--- src/opp_pkg.sv ---
package opp_pkg;

    // Field widths fixed by the item format
    localparam int TOKEN_W    = 3;
    localparam int STATUS_W   = 2;
    localparam int COUNT_W    = 5;
    localparam int CFG_IDX_W  = 1;
    localparam int CFG_DATA_W = 64;
    localparam int REL_TBL_W  = 2 * CFG_DATA_W;

    // Largest value the count fields can show
    localparam int COUNT_MAX  = (1 << COUNT_W) - 1;

    // Precedence relation codes
    localparam logic [1:0] REL_ERROR  = 2'd0;
    localparam logic [1:0] REL_YIELDS = 2'd1;
    localparam logic [1:0] REL_EQUAL  = 2'd2;
    localparam logic [1:0] REL_TAKES  = 2'd3;

    // Result status codes
    localparam logic [STATUS_W-1:0] ST_SHIFT   = 2'd0;
    localparam logic [STATUS_W-1:0] ST_ACCEPT  = 2'd1;
    localparam logic [STATUS_W-1:0] ST_ERROR   = 2'd2;
    localparam logic [STATUS_W-1:0] ST_IGNORED = 2'd3;

    // Configuration register indexes
    localparam logic [CFG_IDX_W-1:0] REG_REL_LOW  = 1'b0;
    localparam logic [CFG_IDX_W-1:0] REG_REL_HIGH = 1'b1;

    // Token as classified by the front end
    typedef struct packed {
        logic               start;
        logic               cls_ok;
        logic               is_end;
        logic [TOKEN_W-1:0] tok;
    } t_item;

    // Relation of stack class row to class col; rows 4..7 sit in the upper word
    function automatic logic [1:0] rel_lookup(input logic [REL_TBL_W-1:0] tbl,
                                              input logic [TOKEN_W-1:0]   row,
                                              input logic [TOKEN_W-1:0]   col);
        logic [2*TOKEN_W:0] pos;
        pos = {row, col, 1'b0};
        return tbl[pos +: 2];
    endfunction

endpackage

--- src/opp_if.sv ---
interface opp_in_if;
    import opp_pkg::*;
    logic               valid;
    logic               ready;
    logic               start_req;
    logic [TOKEN_W-1:0] token;

    modport source (output valid, output start_req, output token, input ready);
    modport sink   (input valid, input start_req, input token, output ready);
endinterface

interface opp_out_if;
    import opp_pkg::*;
    logic                valid;
    logic                ready;
    logic [STATUS_W-1:0] status;
    logic [COUNT_W-1:0]  reductions;
    logic [COUNT_W-1:0]  depth;

    modport source (output valid, output status, output reductions, output depth,
                    input ready);
    modport sink   (input valid, input status, input reductions, input depth,
                    output ready);
endinterface

interface opp_cfg_if;
    import opp_pkg::*;
    logic                  valid;
    logic                  ready;
    logic [CFG_IDX_W-1:0]  index;
    logic [CFG_DATA_W-1:0] data;

    modport source (output valid, output index, output data, input ready);
    modport sink   (input valid, input index, input data, output ready);
endinterface

--- src/operator_precedence_parser.sv ---
// Operator-precedence parser over a stack of terminal classes whose bottom is the end
// marker (class NUM_CLASSES-1). Each input beat carries one token and an optional
// start request that empties the stack first; each token yields exactly one result
// beat: shifted, accepted, error or ignored (after an accept or error, until the next
// start), with the handle reduction count and the stack depth, both saturating at 31.
// The two 64-bit relation words (2 bits per stack-class/token pair: error, yields,
// equal, takes precedence) are written over the configuration channel; the user must
// write them only while the block is idle, which the block itself does not enforce.
// Order of work: a token is registered in the front queue and picked up by the back
// end in its idle state; the back end then does one relation lookup against the token
// per decide step, pops one stack entry per pop step during reductions, and loads the
// result register in its emit step, which a token ignored or accepted at pickup enters
// directly. The back end takes a new token only once the last result is loaded, and
// a result held by a stalled sink holds the back end until it leaves.
// The pop loop is bounded by the single read port of the class stack memory.
module operator_precedence_parser #(
    parameter int STACK_DEPTH = 16,
    parameter int NUM_CLASSES = 8
) (
    input  logic      i_clk,
    input  logic      i_rst_n,
    opp_in_if.sink    i_in,
    opp_cfg_if.sink   i_cfg,
    opp_out_if.source o_out
);
    import opp_pkg::*;

    logic [CFG_DATA_W-1:0] r_rel_lo;
    logic [CFG_DATA_W-1:0] r_rel_hi;
    logic                  q_valid;
    logic                  q_ready;
    t_item                 q_item;

    // Relation table registers
    assign i_cfg.ready = 1'b1;

    always_ff @(posedge i_clk) begin
        if (!i_rst_n) begin
            r_rel_lo <= '0;
            r_rel_hi <= '0;
        end else if (i_cfg.valid) begin
            unique case (i_cfg.index)
                REG_REL_LOW:  r_rel_lo <= i_cfg.data;
                REG_REL_HIGH: r_rel_hi <= i_cfg.data;
                default: ;
            endcase
        end
    end

    opp_front #(
        .NUM_CLASSES (NUM_CLASSES)
    ) u_front (
        .i_clk     (i_clk),
        .i_rst_n   (i_rst_n),
        .i_in      (i_in),
        .o_q_valid (q_valid),
        .o_q_item  (q_item),
        .i_q_ready (q_ready)
    );

    opp_back #(
        .STACK_DEPTH (STACK_DEPTH),
        .NUM_CLASSES (NUM_CLASSES)
    ) u_back (
        .i_clk     (i_clk),
        .i_rst_n   (i_rst_n),
        .i_q_valid (q_valid),
        .i_q_item  (q_item),
        .o_q_ready (q_ready),
        .i_rel_tbl ({r_rel_hi, r_rel_lo}),
        .o_out     (o_out)
    );

endmodule

--- src/opp_front.sv ---
module opp_front #(
    parameter int NUM_CLASSES = 8
) (
    input  logic           i_clk,
    input  logic           i_rst_n,
    opp_in_if.sink         i_in,
    output logic           o_q_valid,
    output opp_pkg::t_item o_q_item,
    input  logic           i_q_ready
);
    import opp_pkg::*;

    localparam logic [TOKEN_W-1:0] END_CLASS = TOKEN_W'(NUM_CLASSES - 1);

    t_item       r_q [2];
    logic        r_wr_ptr, n_wr_ptr;
    logic        r_rd_ptr, n_rd_ptr;
    logic [1:0]  r_cnt, n_cnt;
    t_item       in_item;
    logic        push, pop;

    // Classify the incoming beat
    always_comb begin
        in_item.start  = i_in.start_req;
        in_item.cls_ok = 32'(i_in.token) < NUM_CLASSES;
        in_item.is_end = i_in.token == END_CLASS;
        in_item.tok    = i_in.token;
    end

    assign i_in.ready = r_cnt != 2'd2;
    assign push       = i_in.valid && i_in.ready;
    assign o_q_valid  = r_cnt != 2'd0;
    assign o_q_item   = r_q[r_rd_ptr];
    assign pop        = o_q_valid && i_q_ready;

    // Advance queue pointers
    always_comb begin
        n_wr_ptr = push ? ~r_wr_ptr : r_wr_ptr;
        n_rd_ptr = pop  ? ~r_rd_ptr : r_rd_ptr;
        n_cnt    = r_cnt + 2'(push) - 2'(pop);
    end

    always_ff @(posedge i_clk) begin
        if (!i_rst_n) begin
            r_wr_ptr <= 1'b0;
            r_rd_ptr <= 1'b0;
            r_cnt    <= 2'd0;
        end else begin
            r_wr_ptr <= n_wr_ptr;
            r_rd_ptr <= n_rd_ptr;
            r_cnt    <= n_cnt;
        end
    end

    // Hold queued tokens
    always_ff @(posedge i_clk) begin
        if (push) begin
            r_q[r_wr_ptr] <= in_item;
        end
    end

endmodule

--- src/opp_back.sv ---
module opp_back #(
    parameter int STACK_DEPTH = 16,
    parameter int NUM_CLASSES = 8
) (
    input  logic                           i_clk,
    input  logic                           i_rst_n,
    input  logic                           i_q_valid,
    input  opp_pkg::t_item                 i_q_item,
    output logic                           o_q_ready,
    input  logic [opp_pkg::REL_TBL_W-1:0]  i_rel_tbl,
    opp_out_if.source                      o_out
);
    import opp_pkg::*;

    localparam int AW = $clog2(STACK_DEPTH);
    localparam int PW = $clog2(STACK_DEPTH + 1);
    localparam logic [TOKEN_W-1:0] END_CLASS = TOKEN_W'(NUM_CLASSES - 1);

    typedef enum logic [1:0] {
        S_IDLE,
        S_DECIDE,
        S_POP,
        S_EMIT
    } t_state;

    t_state              r_state, n_state;
    logic [PW-1:0]       r_sp, n_sp;
    logic [PW-1:0]       r_reds, n_reds;
    logic [TOKEN_W-1:0]  r_top, n_top;
    logic [TOKEN_W-1:0]  r_tok, n_tok;
    logic                r_is_end, n_is_end;
    logic                r_fin, n_fin;
    logic [STATUS_W-1:0] r_status, n_status;
    logic                r_out_valid, n_out_valid;
    logic [STATUS_W-1:0] r_out_status, n_out_status;
    logic [COUNT_W-1:0]  r_out_reds, n_out_reds;
    logic [COUNT_W-1:0]  r_out_depth, n_out_depth;

    logic [TOKEN_W-1:0]  r_stack [STACK_DEPTH];
    logic [TOKEN_W-1:0]  r_rd;
    logic                mem_we;
    logic [PW-1:0]       sp_m2;

    logic                out_free;
    logic [TOKEN_W-1:0]  top_cls;
    logic [TOKEN_W-1:0]  below_cls;
    logic [1:0]          rel_tok;
    logic [1:0]          rel_pop;
    logic                sp_eff_zero;

    assign out_free    = !r_out_valid || o_out.ready;
    assign o_q_ready   = r_state == S_IDLE;
    assign top_cls     = (r_sp == '0) ? END_CLASS : r_top;
    assign below_cls   = (r_sp == PW'(1)) ? END_CLASS : r_rd;
    assign rel_tok     = rel_lookup(i_rel_tbl, top_cls, r_tok);
    assign rel_pop     = rel_lookup(i_rel_tbl, below_cls, r_top);
    assign sp_eff_zero = i_q_item.start || (r_sp == '0);

    // Sequence one token: classify outcome, reduce handles, shift
    always_comb begin
        n_state      = r_state;
        n_sp         = r_sp;
        n_reds       = r_reds;
        n_top        = r_top;
        n_tok        = r_tok;
        n_is_end     = r_is_end;
        n_fin        = r_fin;
        n_status     = r_status;
        n_out_valid  = r_out_valid && !o_out.ready;
        n_out_status = r_out_status;
        n_out_reds   = r_out_reds;
        n_out_depth  = r_out_depth;
        mem_we       = 1'b0;

        unique case (r_state)
            S_IDLE: begin
                if (i_q_valid) begin
                    n_tok    = i_q_item.tok;
                    n_is_end = i_q_item.is_end;
                    n_reds   = '0;
                    if (i_q_item.start) begin
                        n_sp  = '0;
                        n_fin = 1'b0;
                    end
                    if (r_fin && !i_q_item.start) begin
                        n_status = ST_IGNORED;
                        n_state  = S_EMIT;
                    end else if (!i_q_item.cls_ok) begin
                        n_status = ST_ERROR;
                        n_fin    = 1'b1;
                        n_state  = S_EMIT;
                    end else if (sp_eff_zero && i_q_item.is_end) begin
                        n_status = ST_ACCEPT;
                        n_fin    = 1'b1;
                        n_state  = S_EMIT;
                    end else begin
                        n_state = S_DECIDE;
                    end
                end
            end
            S_DECIDE: begin
                if (r_sp == '0 && r_is_end) begin
                    n_status = ST_ACCEPT;
                    n_fin    = 1'b1;
                    n_state  = S_EMIT;
                end else if (rel_tok == REL_YIELDS || rel_tok == REL_EQUAL) begin
                    if (32'(r_sp) >= STACK_DEPTH) begin
                        n_status = ST_ERROR;
                        n_fin    = 1'b1;
                    end else begin
                        mem_we   = 1'b1;
                        n_top    = r_tok;
                        n_sp     = r_sp + PW'(1);
                        n_status = ST_SHIFT;
                    end
                    n_state = S_EMIT;
                end else if (rel_tok != REL_TAKES || r_sp == '0) begin
                    n_status = ST_ERROR;
                    n_fin    = 1'b1;
                    n_state  = S_EMIT;
                end else begin
                    n_state = S_POP;
                end
            end
            S_POP: begin
                // Drop the top; stop once the new top yields to it, or fail at the bottom
                n_sp  = r_sp - PW'(1);
                n_top = r_rd;
                if (rel_pop == REL_YIELDS) begin
                    n_reds  = r_reds + PW'(1);
                    n_state = S_DECIDE;
                end else if (r_sp == PW'(1)) begin
                    n_status = ST_ERROR;
                    n_fin    = 1'b1;
                    n_state  = S_EMIT;
                end
            end
            S_EMIT: begin
                if (out_free) begin
                    n_out_valid  = 1'b1;
                    n_out_status = r_status;
                    n_out_reds   = (32'(r_reds) > COUNT_MAX) ? COUNT_W'(COUNT_MAX)
                                                             : COUNT_W'(r_reds);
                    n_out_depth  = (32'(r_sp) > COUNT_MAX) ? COUNT_W'(COUNT_MAX)
                                                           : COUNT_W'(r_sp);
                    n_state      = S_IDLE;
                end
            end
            default: n_state = S_IDLE;
        endcase
    end

    always_ff @(posedge i_clk) begin
        if (!i_rst_n) begin
            r_state     <= S_IDLE;
            r_sp        <= '0;
            r_fin       <= 1'b0;
            r_out_valid <= 1'b0;
        end else begin
            r_state     <= n_state;
            r_sp        <= n_sp;
            r_fin       <= n_fin;
            r_out_valid <= n_out_valid;
        end
        r_reds       <= n_reds;
        r_top        <= n_top;
        r_tok        <= n_tok;
        r_is_end     <= n_is_end;
        r_status     <= n_status;
        r_out_status <= n_out_status;
        r_out_reds   <= n_out_reds;
        r_out_depth  <= n_out_depth;
    end

    // Keep the entry below the top ready for the next pop
    assign sp_m2 = n_sp - PW'(2);

    always_ff @(posedge i_clk) begin
        if (mem_we) begin
            r_stack[r_sp[AW-1:0]] <= r_tok;
        end
        r_rd <= r_stack[sp_m2[AW-1:0]];
    end

    assign o_out.valid      = r_out_valid;
    assign o_out.status     = r_out_status;
    assign o_out.reductions = r_out_reds;
    assign o_out.depth      = r_out_depth;

endmodule

--- src/flat_wrapper.sv ---
// flat-port wrapper written by rule: the top's interface ports become plain ports
module operator_precedence_parser_flat import opp_pkg::*;
#(
    parameter int STACK_DEPTH = 16,
    parameter int NUM_CLASSES = 8
)
  (i_clk, i_rst_n, i_in_valid, i_in_start_req, i_in_token, i_in_ready, i_cfg_valid, i_cfg_index, i_cfg_data, i_cfg_ready, o_out_valid, o_out_status, o_out_reductions, o_out_depth, o_out_ready);
  opp_in_if i_in_i ();
  opp_cfg_if i_cfg_i ();
  opp_out_if o_out_i ();
  input  logic i_clk;
  input  logic i_rst_n;
  input wire logic [$bits(i_in_i.valid)-1:0] i_in_valid;
  input wire logic [$bits(i_in_i.start_req)-1:0] i_in_start_req;
  input wire logic [$bits(i_in_i.token)-1:0] i_in_token;
  output wire logic [$bits(i_in_i.ready)-1:0] i_in_ready;
  input wire logic [$bits(i_cfg_i.valid)-1:0] i_cfg_valid;
  input wire logic [$bits(i_cfg_i.index)-1:0] i_cfg_index;
  input wire logic [$bits(i_cfg_i.data)-1:0] i_cfg_data;
  output wire logic [$bits(i_cfg_i.ready)-1:0] i_cfg_ready;
  output wire logic [$bits(o_out_i.valid)-1:0] o_out_valid;
  output wire logic [$bits(o_out_i.status)-1:0] o_out_status;
  output wire logic [$bits(o_out_i.reductions)-1:0] o_out_reductions;
  output wire logic [$bits(o_out_i.depth)-1:0] o_out_depth;
  input wire logic [$bits(o_out_i.ready)-1:0] o_out_ready;
  assign i_in_i.valid = i_in_valid;
  assign i_in_i.start_req = i_in_start_req;
  assign i_in_i.token = i_in_token;
  assign i_in_ready = i_in_i.ready;
  assign i_cfg_i.valid = i_cfg_valid;
  assign i_cfg_i.index = i_cfg_index;
  assign i_cfg_i.data = i_cfg_data;
  assign i_cfg_ready = i_cfg_i.ready;
  assign o_out_valid = o_out_i.valid;
  assign o_out_status = o_out_i.status;
  assign o_out_reductions = o_out_i.reductions;
  assign o_out_depth = o_out_i.depth;
  assign o_out_i.ready = o_out_ready;
  operator_precedence_parser #(.STACK_DEPTH(STACK_DEPTH), .NUM_CLASSES(NUM_CLASSES)) u_core (.i_clk(i_clk), .i_rst_n(i_rst_n), .i_in(i_in_i), .i_cfg(i_cfg_i), .o_out(o_out_i));
endmodule
--- config.mk ---
export PLATFORM = sky130hd
export DESIGN_NAME = operator_precedence_parser_flat
export DESIGN_NICKNAME = d
export VERILOG_FILES = /design/src/opp_pkg.sv /design/src/opp_if.sv /design/src/operator_precedence_parser.sv /design/src/opp_front.sv /design/src/opp_back.sv /design/src/flat_wrapper.sv
export SDC_FILE = /design/constraint.sdc
export NUM_CORES = 1
export LEC_CHECK = 0
export BUFFER_PORTS_ARGS = -buffer_cell sky130_fd_sc_hd__buf_2
export CELL_PAD_IN_SITES_DETAIL_PLACEMENT = 1
export CELL_PAD_IN_SITES_GLOBAL_PLACEMENT = 1
export CORE_UTILIZATION = 47
export CTS_CLUSTER_SIZE = 20
export DETAILED_ROUTE_END_ITERATION = 7
export PLACE_DENSITY_LB_ADDON = 0.3
export SLEW_MARGIN = 20
export SYNTH_ARGS = -nofsm -noshare
export SYNTH_HDL_FRONTEND = slang
export SYNTH_SLANG_ARGS = --single-unit
--- constraint.sdc ---
create_clock -name i_clk -period 6.2 [get_ports i_clk]
set_input_delay 0.62 -clock i_clk [delete_from_list [all_inputs] [get_ports i_clk]]
set_output_delay 0.62 -clock i_clk [all_outputs]
set_load 0.005 [all_outputs]
# Yosys cells after proc, flatten, opt, wreduce, memory -nomap -nowiden
# Memories as Yosys holds them, arrays and structs flattened. A register that Yosys moved wholly into a read port is not among the register bits.
# Index checks and enable logic that the tools add are counted.
[totals]
ram_bits = 58
memories = 2
in_bits = 74
wordCells = 142
ff_bits = 167
[classes]
n_eq_ne = 22
n_mux = 61
n_addsub = 6
shifts = 2
reduce_logical = 28
bitwise = 3
order_cmp = 1
[mem_list]
columns = ["name", "depth", "word_bits", "rd", "rd_ports_with_merged_regs", "write_ports", "line", "source"]
rows = [
  ["u_core.u_back.r_stack", 16, 3, 1, 1, 1, "opp_back.sv:39", "logic [TOKEN_W-1:0] r_stack [STACK_DEPTH];"],
  ["u_core.u_front.r_q", 2, 5, 1, 1, 1, "opp_front.sv:15", "t_item r_q [2];"],
]
[ops]
columns = ["operator", "count"]
rows = [
  ["128-bit by 8-bit indexed part select with 2-bit output", 2],
  ["5-bit 2-to-1 mux", 7],
  ["2-bit 2-to-1 mux", 17],
  ["1-bit 2-to-1 mux", 26],
  ["2-bit inequality test (second input constant)", 10],
  ["3-bit 2-to-1 mux", 5],
  ["5-bit one-hot mux with 3 select lines", 1],
  ["4-bit inequality test (second input constant)", 3],
  ["6-bit AND reduction", 2],
  ["5-bit by 1-bit adder with 5-bit output (second input constant)", 2],
  ["5-bit one-hot mux with 2 select lines", 1],
  ["2-bit one-hot mux with 4 select lines", 1],
  ["2-bit AND reduction", 4],
  ["2-bit by 1-bit equality test with 1-bit output (second input constant)", 3],
  ["2-bit equality test (second input constant)", 3],
  ["1-bit logical AND", 6],
  ["2-bit one-hot mux with 3 select lines", 1],
  ["3-bit one-hot mux with 2 select lines", 1],
  ["3-bit AND reduction", 2],
  ["2-bit nonzero test", 3],
  ["5-bit by 1-bit equality test with 1-bit output (second input constant)", 1],
  ["5-bit greater-or-equal comparator (second input constant)", 1],
  ["5-bit logical NOT", 1],
  ["5-bit by 1-bit subtractor with 5-bit output (second input constant)", 1],
  ["other kinds (12)", 19],
]

# Longest topological paths before layout
# Gate-level depths: netlist (run 1).
[logic_depth]
word_depth = 10
ltp_mapped = 21
mapped_depth_nobuf = 20

# By module
# Synthesis (run 1) repeated with hierarchy kept, for this count alone.
[unflattened]
cells_unflattened = 1020
hier_area_um2 = 11272.1
[modules_own_cells]
columns = ["mod", "cells_each", "instances", "area_each_um2", "seq_area_each_um2"]
rows = [
  ["opp_back", 491, 1, 5816.8, 2462.4],
  ["operator_precedence_parser", 487, 1, 4845.9, 2562.5],
  ["opp_front", 42, 1, 609.3, 400.4],
]

# Worst setup path before layout (run 1)
# OpenSTA, ideal clock, no wires.
[synth_path]
path_type = "register to register"
start = "reg u_core.u_back.r_tok[0]"
end = "reg u_core.u_back.r_rd[1] (read register of u_core.u_back.r_stack)"
path_stages_with_launch = 19
setup_time_ns = 0.134
path_buffers = 4
path_slack_ns = 1.084
arrival_ns = 4.981
path_cell_list = "edfxtp_1 -> buf_2 -> buf_2 -> buf_2 -> mux4_2 -> mux4_2 -> a22o_1 -> a211oi_1 -> a21oi_1 -> ha_1 -> nand2b_4 -> nor2_1 -> a41o_1 -> a21oi_2 -> clkbuf_1 -> ha_1 -> xor2_1 -> a2111oi_0 -> or4_1"
[synth_between]
elab_chain_len = 7
[synth_rtl]
columns = ["element", "line", "source"]
rows = [
  ["from (decl)", "opp_back.sv:30", "logic [TOKEN_W-1:0] r_tok, n_tok;"],
  ["from (signal assigned)", "opp_back.sv:167", "r_tok <= n_tok;"],
  ["128-bit by 8-bit indexed part select with 2-bit output *", "opp_pkg.sv:44", "return tbl[pos +: 2];"],
  ["2-bit by 1-bit equality test with 1-bit output / 2-bit equality test (equally long branches)", "opp_back.sv:106", "end else if (rel_tok == REL_YIELDS || rel_tok == REL_EQUAL) begin"],
  ["1-bit logical OR *", "opp_back.sv:106", ""],
  ["5-bit 2-to-1 mux *", "opp_back.sv:106", ""],
  ["5-bit 2-to-1 mux *", "opp_back.sv:102", "if (r_sp == '0 && r_is_end) begin"],
  ["5-bit one-hot mux with 3 select lines *", "opp_back.sv:75", "unique case (r_state)"],
  ["4-bit by 2-bit subtractor with 4-bit output *", "opp_back.sv:176", "assign sp_m2 = n_sp - PW'(2);"],
  ["to (decl)", "opp_back.sv:40", "logic [TOKEN_W-1:0] r_rd;"],
]
# Every way passes the cells marked *; elsewhere a longest branch is shown, timed or not.
# A chain may end at the register's enable or synchronous reset.

# Worst setup path after layout (run 1)
[layout_path]
start = "reg u_core.u_back.r_sp[1]"
end = "reg u_core.u_back.r_rd[1] (read register of u_core.u_back.r_stack)"
[layout_between]
elab_chain_len = 9
[layout_rtl]
columns = ["element", "line", "source"]
rows = [
  ["from (decl)", "opp_back.sv:27", "logic [PW-1:0] r_sp, n_sp;"],
  ["from (signal assigned)", "opp_back.sv:161", "r_sp <= n_sp;"],
  ["5-bit logical NOT", "opp_back.sv:53, opp_back.sv:102", ""],
  ["3-bit 2-to-1 mux", "opp_back.sv:53", "assign top_cls = (r_sp == '0) ? END_CLASS : r_top;"],
  ["128-bit by 8-bit indexed part select with 2-bit output", "opp_pkg.sv:44", ""],
  ["2-bit by 1-bit equality test with 1-bit output / 2-bit equality test (equally long branches)", "opp_back.sv:106", ""],
  ["1-bit logical OR", "opp_back.sv:106", ""],
  ["5-bit 2-to-1 mux", "opp_back.sv:106", ""],
  ["5-bit 2-to-1 mux", "opp_back.sv:102", ""],
  ["5-bit one-hot mux with 3 select lines *", "opp_back.sv:75", ""],
  ["4-bit by 2-bit subtractor with 4-bit output *", "opp_back.sv:176", ""],
]
# Marks and branches as above.

==> reports/results.tsv, run 1 <==
metric	value	unit
synthAdderAreaFrac	1.47	%
irDropWorstVdd	0.000206	V
clock-skew-final	0.0172	ns
die-area	0.0242	mm^2
synth-compound-area-share	17.3	%
synth-edff-count	84	
rsz0062_at_grt	false	
syn_inst	1090	
ys_types	71	
cap_violations	0	
gp_congestion	0.881	
hold_violations	0	
layout-drive-gt1-share	17.2	%
synth_xor_area_share	0.632	%
die_w	156	um
setup_tns	0	ns
holdBufCountCts	0	
reg2reg_from	u_core.u_back.r_sp[1]$_SDFF_PN0_	
drc	0	
rows	55	
synth.avg_cell_area	10.2	um^2
layout_commonest_cell	nand2_1	
ios	89	
worstHoldPathType	input pin to flop	
post_cts_buffers	0	
insertion_delay	0.53	ns
port-buffer-count	87	
grt_pass1_wl	50400	um
start_util	48.4	%
dr.pass1.iters	5	
slew_headroom	26.3	%
power.density	425	mW/mm^2
ff2ff_path_depth	16	
fin_crit_sh	92.7	%
fmax	174	MHz
cts_sinks	229	
synth_area_leader_cell	dfxtp_1	
cts-htree-levels	1	
yosysWarnings	0	
final-setup-viol-count	0	
end_kind	flop	
syn-cell-area	0.0111	mm^2
start_kind	flop	
vias	8694	
synth-simple-area-share	16.9	%
die_y	156	um
antenna_found_initial	0	
path_clk_slew	0.06	ns
avgViaCountPerCell	5.92	
cts.repair.resized	0	
num-fill-cells	2554	
synth_top_family_by_area	compound AO/OA/AOI/OAI gates	
numCtsBuffers	25	
startpoint	u_core.u_back.r_sp[1]$_SDFF_PN0_	
grt_remaining_overflow	0	
grt_max_degree	77	
crit_path_max_fanout	25	
wl_per_cell	21.8	um
endpoint	u_core.u_back.r_rd[1]$_DFF_P_	
rrSetupSlack	0.45	ns
syn-num-nets	1177	
clockBufferDepth	3	
fin_nets	1224	
async_flop_share	0	%
fin_crit	5.75	ns
synth_top_area_share	26.2	%
multiInputGateArea	0.00521	mm^2
antenna-diode-count	0	
crit_arrival	6.15	ns
crit_required	6.60	ns
reg2reg_to	u_core.u_back.r_rd[1]$_DFF_P_	
synth_ff_type	dfxtp_1	
grt_util_all_layers	26.8	%
area_delta_synth_final	13.2	%
dp_hpwl	21800	um
slew_viol_final	0	
status	finished clean	
layout_common_cells	nand2_1 (271), dfxtp_1 (145), a21boi_0 (134)	
muxShareOfSynthArea	10.5	%
ant_nets	0	
yosysSeqAreaShare	48.9	%
p_leak	4.42	nW
synth.area.top_cells	dfxtp_1 (26%), edfxtp_1 (23%), nand2_1 (9.2%), a21boi_0 (9.1%), mux4_2 (7.9%)	
detailedRoute.firstIterationViolations	587	
tightest_slew	1.11	ns
ys_seq_elements	229	
wirelength	32000	um
finalPower	0.00533	W
critPathKind	flop to flop	
core-area	0.0229	mm^2
grt_pass1_vias	8849	
ff_latch_area	0.00543	mm^2
cts_tree	yes	
cts_root_buf	clkbuf_16	
==> kinds of logic after synthesis <==
| logic type | Yosys count |
|---|---|
| AOI/OAI and AO/OA | 251 |
| other | 1 |
| DFF | 229 |
| and+or+nand+nor | 405 |
| adders and majority gates | 13 |
| xor gates and xnor gates | 8 |
| muxes | 66 |
| buffers and inverters | 117 |
==> per-stage QoR <==
| step | instances | util [%] | area (um^2) | hold WS (ns) | setup slack (ns) |
|---|---|---|---|---|---|
| floorplan | 1090 | - | 11100 | 0.400 | 1.08 |
| global placement | 1423 | 51.1 | 11700 | 0.437 | 0.804 |
| detailed placement | 1423 | 51.1 | 11700 | 0.436 | 0.533 |
| CTS | 1469 | 54.8 | 12500 | 0.286 | 0.453 |
| global route | 1469 | 54.8 | 12600 | 0.290 | 0.144 |
| finish | 1469 | 54.8 | 12600 | 0.294 | 0.453 |
==> cells in the mapped netlist (5+ instances only) <==
library cell  instances
nand3_1               7
ha_1                 13
o31ai_1               5
a21oi_1               7
mux4_2               39
nand2b_1              6
a31oi_1               6
mux2_2                9
a21boi_1              9
nor2b_1               9
a211oi_1             14
a2111oi_0            13
edfxtp_1             84
and2_1               11
mux2i_1              18
nor3_1                6
buf_2                 6
nand2_1             272
dfxtp_1             145
nor3b_1              10
clkbuf_1             64
nor2_1               33
o21ai_0               8
o311ai_0             18
nand3b_1             22
a21boi_0            134
inv_1                36
buf_1                 5
==> report_power, final <==
part           switching, W  internal (W)  total [W]
registers          0.000250       0.00178    0.00203
logic               0.00108      0.000697    0.00178
clock network      0.000604      0.000922    0.00153
total               0.00193       0.00340    0.00533
==> routing by layer <==
metal | track usage [%] | up-vias | wire (um)
met5 | 0 | - | 0
met4 | 10.2 | 0 | 1180
met3 | 3.83 | 62 | 1560
met2 | 44.1 | 255 | 15100
met1 | 36.0 | 4374 | 14200
li1 | - | 4003 | -
==> area by class of cell <==
class	instances	area share (%)
multi-input cells	744	41.5
inverters	37	1.11
repair buffers	100	4.36
clock inverters	4	0.588
flip-flops and latches	229	43.2
well taps	313	3.12
clock buffers	42	6.10
==> worst min-delay path by stage <==
| stage | from | endpoint | slack [ns] | depth (start not counted) |
|---|---|---|---|---|
| floorplan | u_core.u_back.r_status[0]$_DFFE_PP_ | u_core.u_back.o_out.status[0]$_DFFE_PP_ | 0.40 | 0 |
| global placement | u_core.u_back.r_status[0]$_DFFE_PP_ | u_core.u_back.o_out.status[0]$_DFFE_PP_ | 0.44 | 0 |
| detailed placement | u_core.u_back.r_status[1]$_DFFE_PP_ | u_core.u_back.o_out.status[1]$_DFFE_PP_ | 0.44 | 0 |
| CTS | i_in_start_req | u_core.u_front.r_q[0][4]$_DFFE_PP_ | 0.29 | 1 |
| global route | i_in_start_req | u_core.u_front.r_q[0][4]$_DFFE_PP_ | 0.29 | 1 |
| finish | i_in_start_req | u_core.u_front.r_q[0][4]$_DFFE_PP_ | 0.29 | 1 |
==> sequential cells by signal, summed over array words and instances (netlist names), named ones only <==
signal,count
u_core.r_rel_hi,64
u_core.r_rel_lo,64
u_core.u_back.o_out.depth,5
u_core.u_back.o_out.reductions,5
u_core.u_back.o_out.status,2
u_core.u_back.o_out.valid,1
u_core.u_back.r_fin,1
u_core.u_back.r_is_end,1
u_core.u_back.r_rd,3
u_core.u_back.r_reds,5
u_core.u_back.r_sp,5
u_core.u_back.r_stack,48
u_core.u_back.r_state,2
u_core.u_back.r_status,2
u_core.u_back.r_tok,3
u_core.u_back.r_top,3
u_core.u_front.r_cnt,2
u_core.u_front.r_q,10
u_core.u_front.r_rd_ptr,1
u_core.u_front.r_wr_ptr,1
==> worst max-delay path: stages (launching register included) <==
cell	delay, ns
dfxtp_1	0.43
inv_1	0.17
ha_1	0.27
or3b_2	0.52
nor2_1	0.57
nor2_1	0.14
a22o_1	0.25
a211oi_1	0.21
a21oi_1	0.07
ha_1	0.39
nand2b_4	0.09
o21ai_1	0.20
a31o_2	0.34
and2_1	0.91
mux2i_1	0.35
a2111oi_0	0.15
or4_1	0.54
No activity file was read; power rests on OpenSTA's default activity.
==> run 2, diff against run 1 <==
--- a/config.mk
+++ b/config.mk
@@ -8,7 +8,8 @@
 export BUFFER_PORTS_ARGS = -buffer_cell sky130_fd_sc_hd__buf_2
 export CELL_PAD_IN_SITES_DETAIL_PLACEMENT = 1
 export CELL_PAD_IN_SITES_GLOBAL_PLACEMENT = 1
-export CORE_UTILIZATION = 47
+export CORE_UTILIZATION = 49
+export CTS_BUF_LIST = sky130_fd_sc_hd__clkbuf_2 sky130_fd_sc_hd__clkbuf_4 sky130_fd_sc_hd__clkbuf_8
 export CTS_CLUSTER_SIZE = 20
 export DETAILED_ROUTE_END_ITERATION = 7
 export PLACE_DENSITY_LB_ADDON = 0.3
==> reports/results.tsv, run 2 (synthesis gave the netlist of run 1 again) <==
metric	value	unit
avgViaCountPerCell	6.15	
fin_nets	1244	
start_util	50.3	%
cts-htree-levels	2	
rrSetupSlack	0.51	ns
p_int	0.00341	W
wl_per_cell	23.0	um
crit_arrival	6.11	ns
crit_required	6.62	ns
num-fill-cells	2433	
detailedRoute.firstIterationViolations	740	
fmax	176	MHz
grt_max_degree	89	
dp_cells	1393	
start_kind	flop	
dr.pass1.iters	7	
clockBufferDepth	3	
ios	89	
post_cts_buffers	0	
power.density	429	mW/mm^2
layout-drive-gt1-share	20.2	%
die-area	0.0232	mm^2
gr-usage-met3	4.44	%
die_y	152	um
crit_path_max_fanout	49	
ff_latch_area	0.00543	mm^2
holdBufCountCts	0	
end_kind	flop	
fin_crit_sh	91.7	%
hold_violations	0	
setup_tns	0	ns
critPathKind	flop to flop	
layout_commonest_cell	nand2_1	
slew_viol_final	0	
hold-worst-slack	0.269	ns
power_frac_comb	34.1	%
multiInputGateArea	0.00521	mm^2
p_leak	4.51	nW
vias	9034	
path_clk_slew	0.06	ns
final_util	57.3	%
swShare	37.1	%
antenna_found_initial	0	
grt_util_all_layers	29.5	%
cts_root_buf	clkbuf_8	
layout_common_cells	nand2_1 (271), dfxtp_1 (145), a21boi_0 (134)	
antenna-diode-count	0	
status	finished with violations	
cts_tree	yes	
final-setup-viol-count	0	
rows	54	
grt_pass1_wl	53300	um
grt_remaining_overflow	0	
worstHoldPathType	input pin to flop	
grtUsageMet2	48.1	%
rsz0062_at_grt	false	
irDropWorstVdd	0.000192	V
wirelength	33800	um
clock-skew-final	0.0202	ns
tightest_slew	1.05	ns
dp_hpwl	23400	um
insertion_delay	0.55	ns
ant_nets	0	
cap_violations	0	
area_delta_synth_final	13.8	%
grtUsageMet1	39.2	%
slew_headroom	30.1	%
power.share.clock	28.7	%
violations	DRC	
top_usage_layer	met2	
pwr-share-seq	37.1	%
instances_no_fill	1469	
gp_congestion	0.897	
core-area	0.0220	mm^2
drc	8	
grt_pass1_vias	9384	
die_w	152	um
fin_crit	5.69	ns
port-buffer-count	87	
cts_sinks	229	
cts.repair.resized	0	
netSwitchingPower	0.00201	W
numCtsBuffers	41	
-- run 2: cell count changes in the layout (fill, tap and decap cells not counted), moves of 2 or more --
cell,before,now
clkbuf_16,26,0
clkbuf_1,9,0
clkinvlp_4,0,2
buf_4,13,16
clkbuf_8,5,52
clkbuf_4,1,11
clkinv_2,1,6
clkinv_1,0,2
-- run 2: final timing paths --
check	cells past startpoint	endpoint	startpoint
hold reg to reg	0	u_core.u_back.o_out.status[1]$_DFFE_PP_	u_core.u_back.r_status[1]$_DFFE_PP_
setup reg to reg	15	u_core.u_back.r_rd[2]$_DFF_P_	u_core.u_back.r_tok[0]$_DFFE_PP_
setup / recovery	15	u_core.u_back.r_rd[2]$_DFF_P_	u_core.u_back.r_tok[0]$_DFFE_PP_
hold / removal	1	u_core.u_front.r_q[0][4]$_DFFE_PP_	i_in_start_req
-- run 2: layout make-up --
| type | instances | share of cell area (%) |
|---|---|---|
| clock buffer | 63 | 6.33 |
| clock inverter | 12 | 0.892 |
| sequential | 229 | 43.0 |
| multi-input combinational | 744 | 41.3 |
| tap | 280 | 2.78 |
| inverter | 37 | 1.10 |
| timing repair buffer | 104 | 4.64 |
-- run 2: worst max-delay path: stages (launching register included) --
cell and delay (ns):
edfxtp_1 0.37, buf_12 0.31, mux4_2 0.59, mux4_2 0.49, a22o_1 0.24, a211oi_1 0.27, a21oi_1 0.10, ha_1 0.42
nand2b_4 0.13, nor2_1 0.12, a41o_1 0.28, a21oi_2 0.75, ha_1 0.37, xor2_1 0.39, a2111oi_0 0.15, or4_1 0.54
-- run 2: power groups by stage --
stage / Combinational (W) / Sequential (W) / Clock (W)
finish: 0.00185 / 0.00201 / 0.00156
global route: 0.00200 / 0.00203 / 0.00163
CTS: 0.00181 / 0.00202 / 0.00157
detailed placement: 0.00179 / 0.00205 / 0
global placement: 0.00172 / 0.00204 / 0
floorplan: 0.00136 / 0.00191 / 0
-- run 2: per-stage QoR --
| step | power, W | worst slack (ns) | instance area [um^2] |
|---|---|---|---|
| floorplan | 0.00326 | 1.08 | 11100 |
| global placement | 0.00376 | 0.849 | 11700 |
| detailed placement | 0.00383 | 0.690 | 11700 |
| CTS | 0.00541 | 0.559 | 12600 |
| global route | 0.00566 | 0.175 | 12600 |
| finish | 0.00542 | 0.514 | 12600 |
-- run 2: layer usage --
| layer | vias to the layer above | part of all wire, % | routed length (um) |
|---|---|---|---|
| met2 | 361 | 47 | 15700 |
| met4 | 0 | 3.9 | 1320 |
| met5 | - | 0 | 0 |
| met3 | 92 | 6.4 | 2160 |
| li1 | 4057 | - | - |
| met1 | 4524 | 43 | 14600 |
==> run 3, diff against run 2 <==
--- a/config.mk
+++ b/config.mk
@@ -13,7 +13,7 @@
 export CTS_CLUSTER_SIZE = 20
 export DETAILED_ROUTE_END_ITERATION = 7
 export PLACE_DENSITY_LB_ADDON = 0.3
-export SLEW_MARGIN = 20
+export REMOVE_ABC_BUFFERS = 1
 export SYNTH_ARGS = -nofsm -noshare
 export SYNTH_HDL_FRONTEND = slang
 export SYNTH_SLANG_ARGS = --single-unit
==> reports/results.tsv, run 3 (synthesis gave the netlist of run 1 again) <==
metric	value	unit
slew_headroom	25.4	%
clockBufferDepth	3	
path_clk_slew	0.06	ns
hold_violations	0	
cap_violations	0	
irDropWorstVdd	0.000176	V
tightest_slew	1.12	ns
swShare	36.9	%
fin_nets	1244	
rows	54	
vias	8794	
cts.repair.resized	0	
numCtsBuffers	41	
power.density	419	mW/mm^2
crit_arrival	6.18	ns
violations	DRC	
critPathKind	flop to flop	
rsz0062_at_grt	false	
start_util	50.3	%
rrSetupSlack	0.45	ns
avgViaCountPerCell	6.00	
min_delay_path_depth	1	
power.share.clock	27.3	%
holdBufCountCts	0	
gp_congestion	0.880	
insertion_delay	0.56	ns
cts_sinks	229	
antenna_found_initial	0	
grt_util_all_layers	28.1	%
drc	2	
worstHoldPathType	input pin to flop	
dp_hpwl	22400	um
cts-htree-levels	2	
ant_nets	0	
fin_crit_sh	92.8	%
cts_tree	yes	
netSwitchingPower	0.00194	W
post_cts_buffers	0	
status	finished with violations	
fmax	174	MHz
grt_pass1_vias	9289	
pwr-share-seq	38.3	%
die_y	152	um
crit_path_max_fanout	37	
clock-skew-final	0.0189	ns
crit_required	6.63	ns
p_int	0.00332	W
layout_commonest_cell	nand2_1	
ff2ff_path_depth	17	
setup_tns	0	ns
layout_common_cells	nand2_1 (271), dfxtp_1 (145), a21boi_0 (134)	
fin_crit	5.75	ns
p_leak	4.47	nW
grt_pass1_wl	50800	um
finalPower	0.00525	W
ios	89	
slew_viol_final	0	
cts_root_buf	clkbuf_8	
die-area	0.0232	mm^2
grt_remaining_overflow	0	
die_w	152	um
antenna-diode-count	0	
power_frac_comb	34.4	%
wl_per_cell	21.9	um
detailedRoute.firstIterationViolations	501	
core-area	0.0220	mm^2
final-setup-viol-count	0	
wirelength	32100	um
start_kind	flop	
dr.pass1.iters	8	
layout-drive-gt1-share	20.0	%
end_kind	flop	
area_delta_synth_final	13.0	%
port-buffer-count	87	
grt_max_degree	97	
## run 3: cell types whose count changed in the layout (fill, tap and decap cells not counted), moves of 2 or more
cell       change
clkinv_2       -2
clkinv_1       -2
clkbuf_8       -3
clkbuf_4       +6
bufinv_16      -2
## run 3: per-layer routing
layer	routed length (um)	vias up	track usage, %
met1	12800	4346	32.8
met4	1450	0	13.7
met3	1660	94	5.38
met2	16200	298	49.8
met5	0	-	0
li1	-	4056	-
## run 3: layout make-up
| cell class | count | area [um^2] |
|---|---|---|
| Tap cell | 280 | 350 |
| Fill cell | 2468 | 9500 |
| Timing Repair Buffer | 104 | 578 |
| Sequential cell | 229 | 5430 |
| Inverter | 37 | 139 |
| Multi-Input combinational cell | 744 | 5200 |
| Clock inverter | 6 | 35.0 |
| Clock buffer | 66 | 802 |
## run 3: worst paths after layout
check	to	from
worst max-delay path	u_core.u_back.r_rd[0]$_DFF_P_	u_core.u_back.r_tok[1]$_DFFE_PP_
worst min register to register	u_core.u_back.o_out.status[1]$_DFFE_PP_	u_core.u_back.r_status[1]$_DFFE_PP_
worst min-delay path	u_core.u_front.r_q[1][4]$_DFFE_PP_	i_in_start_req
worst max register to register	u_core.u_back.r_rd[0]$_DFF_P_	u_core.u_back.r_tok[1]$_DFFE_PP_
## run 3: through the flow
stage	utilization (%)	setup WS, ns	instance area, um^2	instances	hold WS [ns]
finish	56.9	0.448	12500	1466	0.251
global route	56.9	0.0272	12500	1466	0.227
CTS	56.9	0.539	12500	1466	0.222
detailed placement	53.1	0.567	11700	1394	0.421
global placement	53.1	0.875	11700	1394	0.411
floorplan	-	0.389	10800	1010	0.400
## run 3: worst max-delay path: stages (launching register included)
cell	delay [ns]
edfxtp_1	0.69
buf_4	0.51
mux4_2	0.38
mux2_2	0.29
nand2_1	0.07
o31ai_1	0.06
a22o_1	0.19
a211oi_1	0.22
a21oi_1	0.08
ha_1	0.39
nand2b_4	0.09
o21ai_1	0.20
nand3_1	0.21
a21oi_2	0.84
ha_1	0.36
xnor2_1	0.29
a2111oi_0	0.17
or4_1	0.59
## run 3: power groups by stage
stage / clock [W] / sequential, W / combinational, W
final: 0.00143 / 0.00201 / 0.00181
after global placement: 0 / 0.00202 / 0.00170
after CTS: 0.00147 / 0.00201 / 0.00180
after detailed placement: 0 / 0.00204 / 0.00178
after global routing: 0.00153 / 0.00203 / 0.00197
after floorplan: 0 / 0.00204 / 0.00113
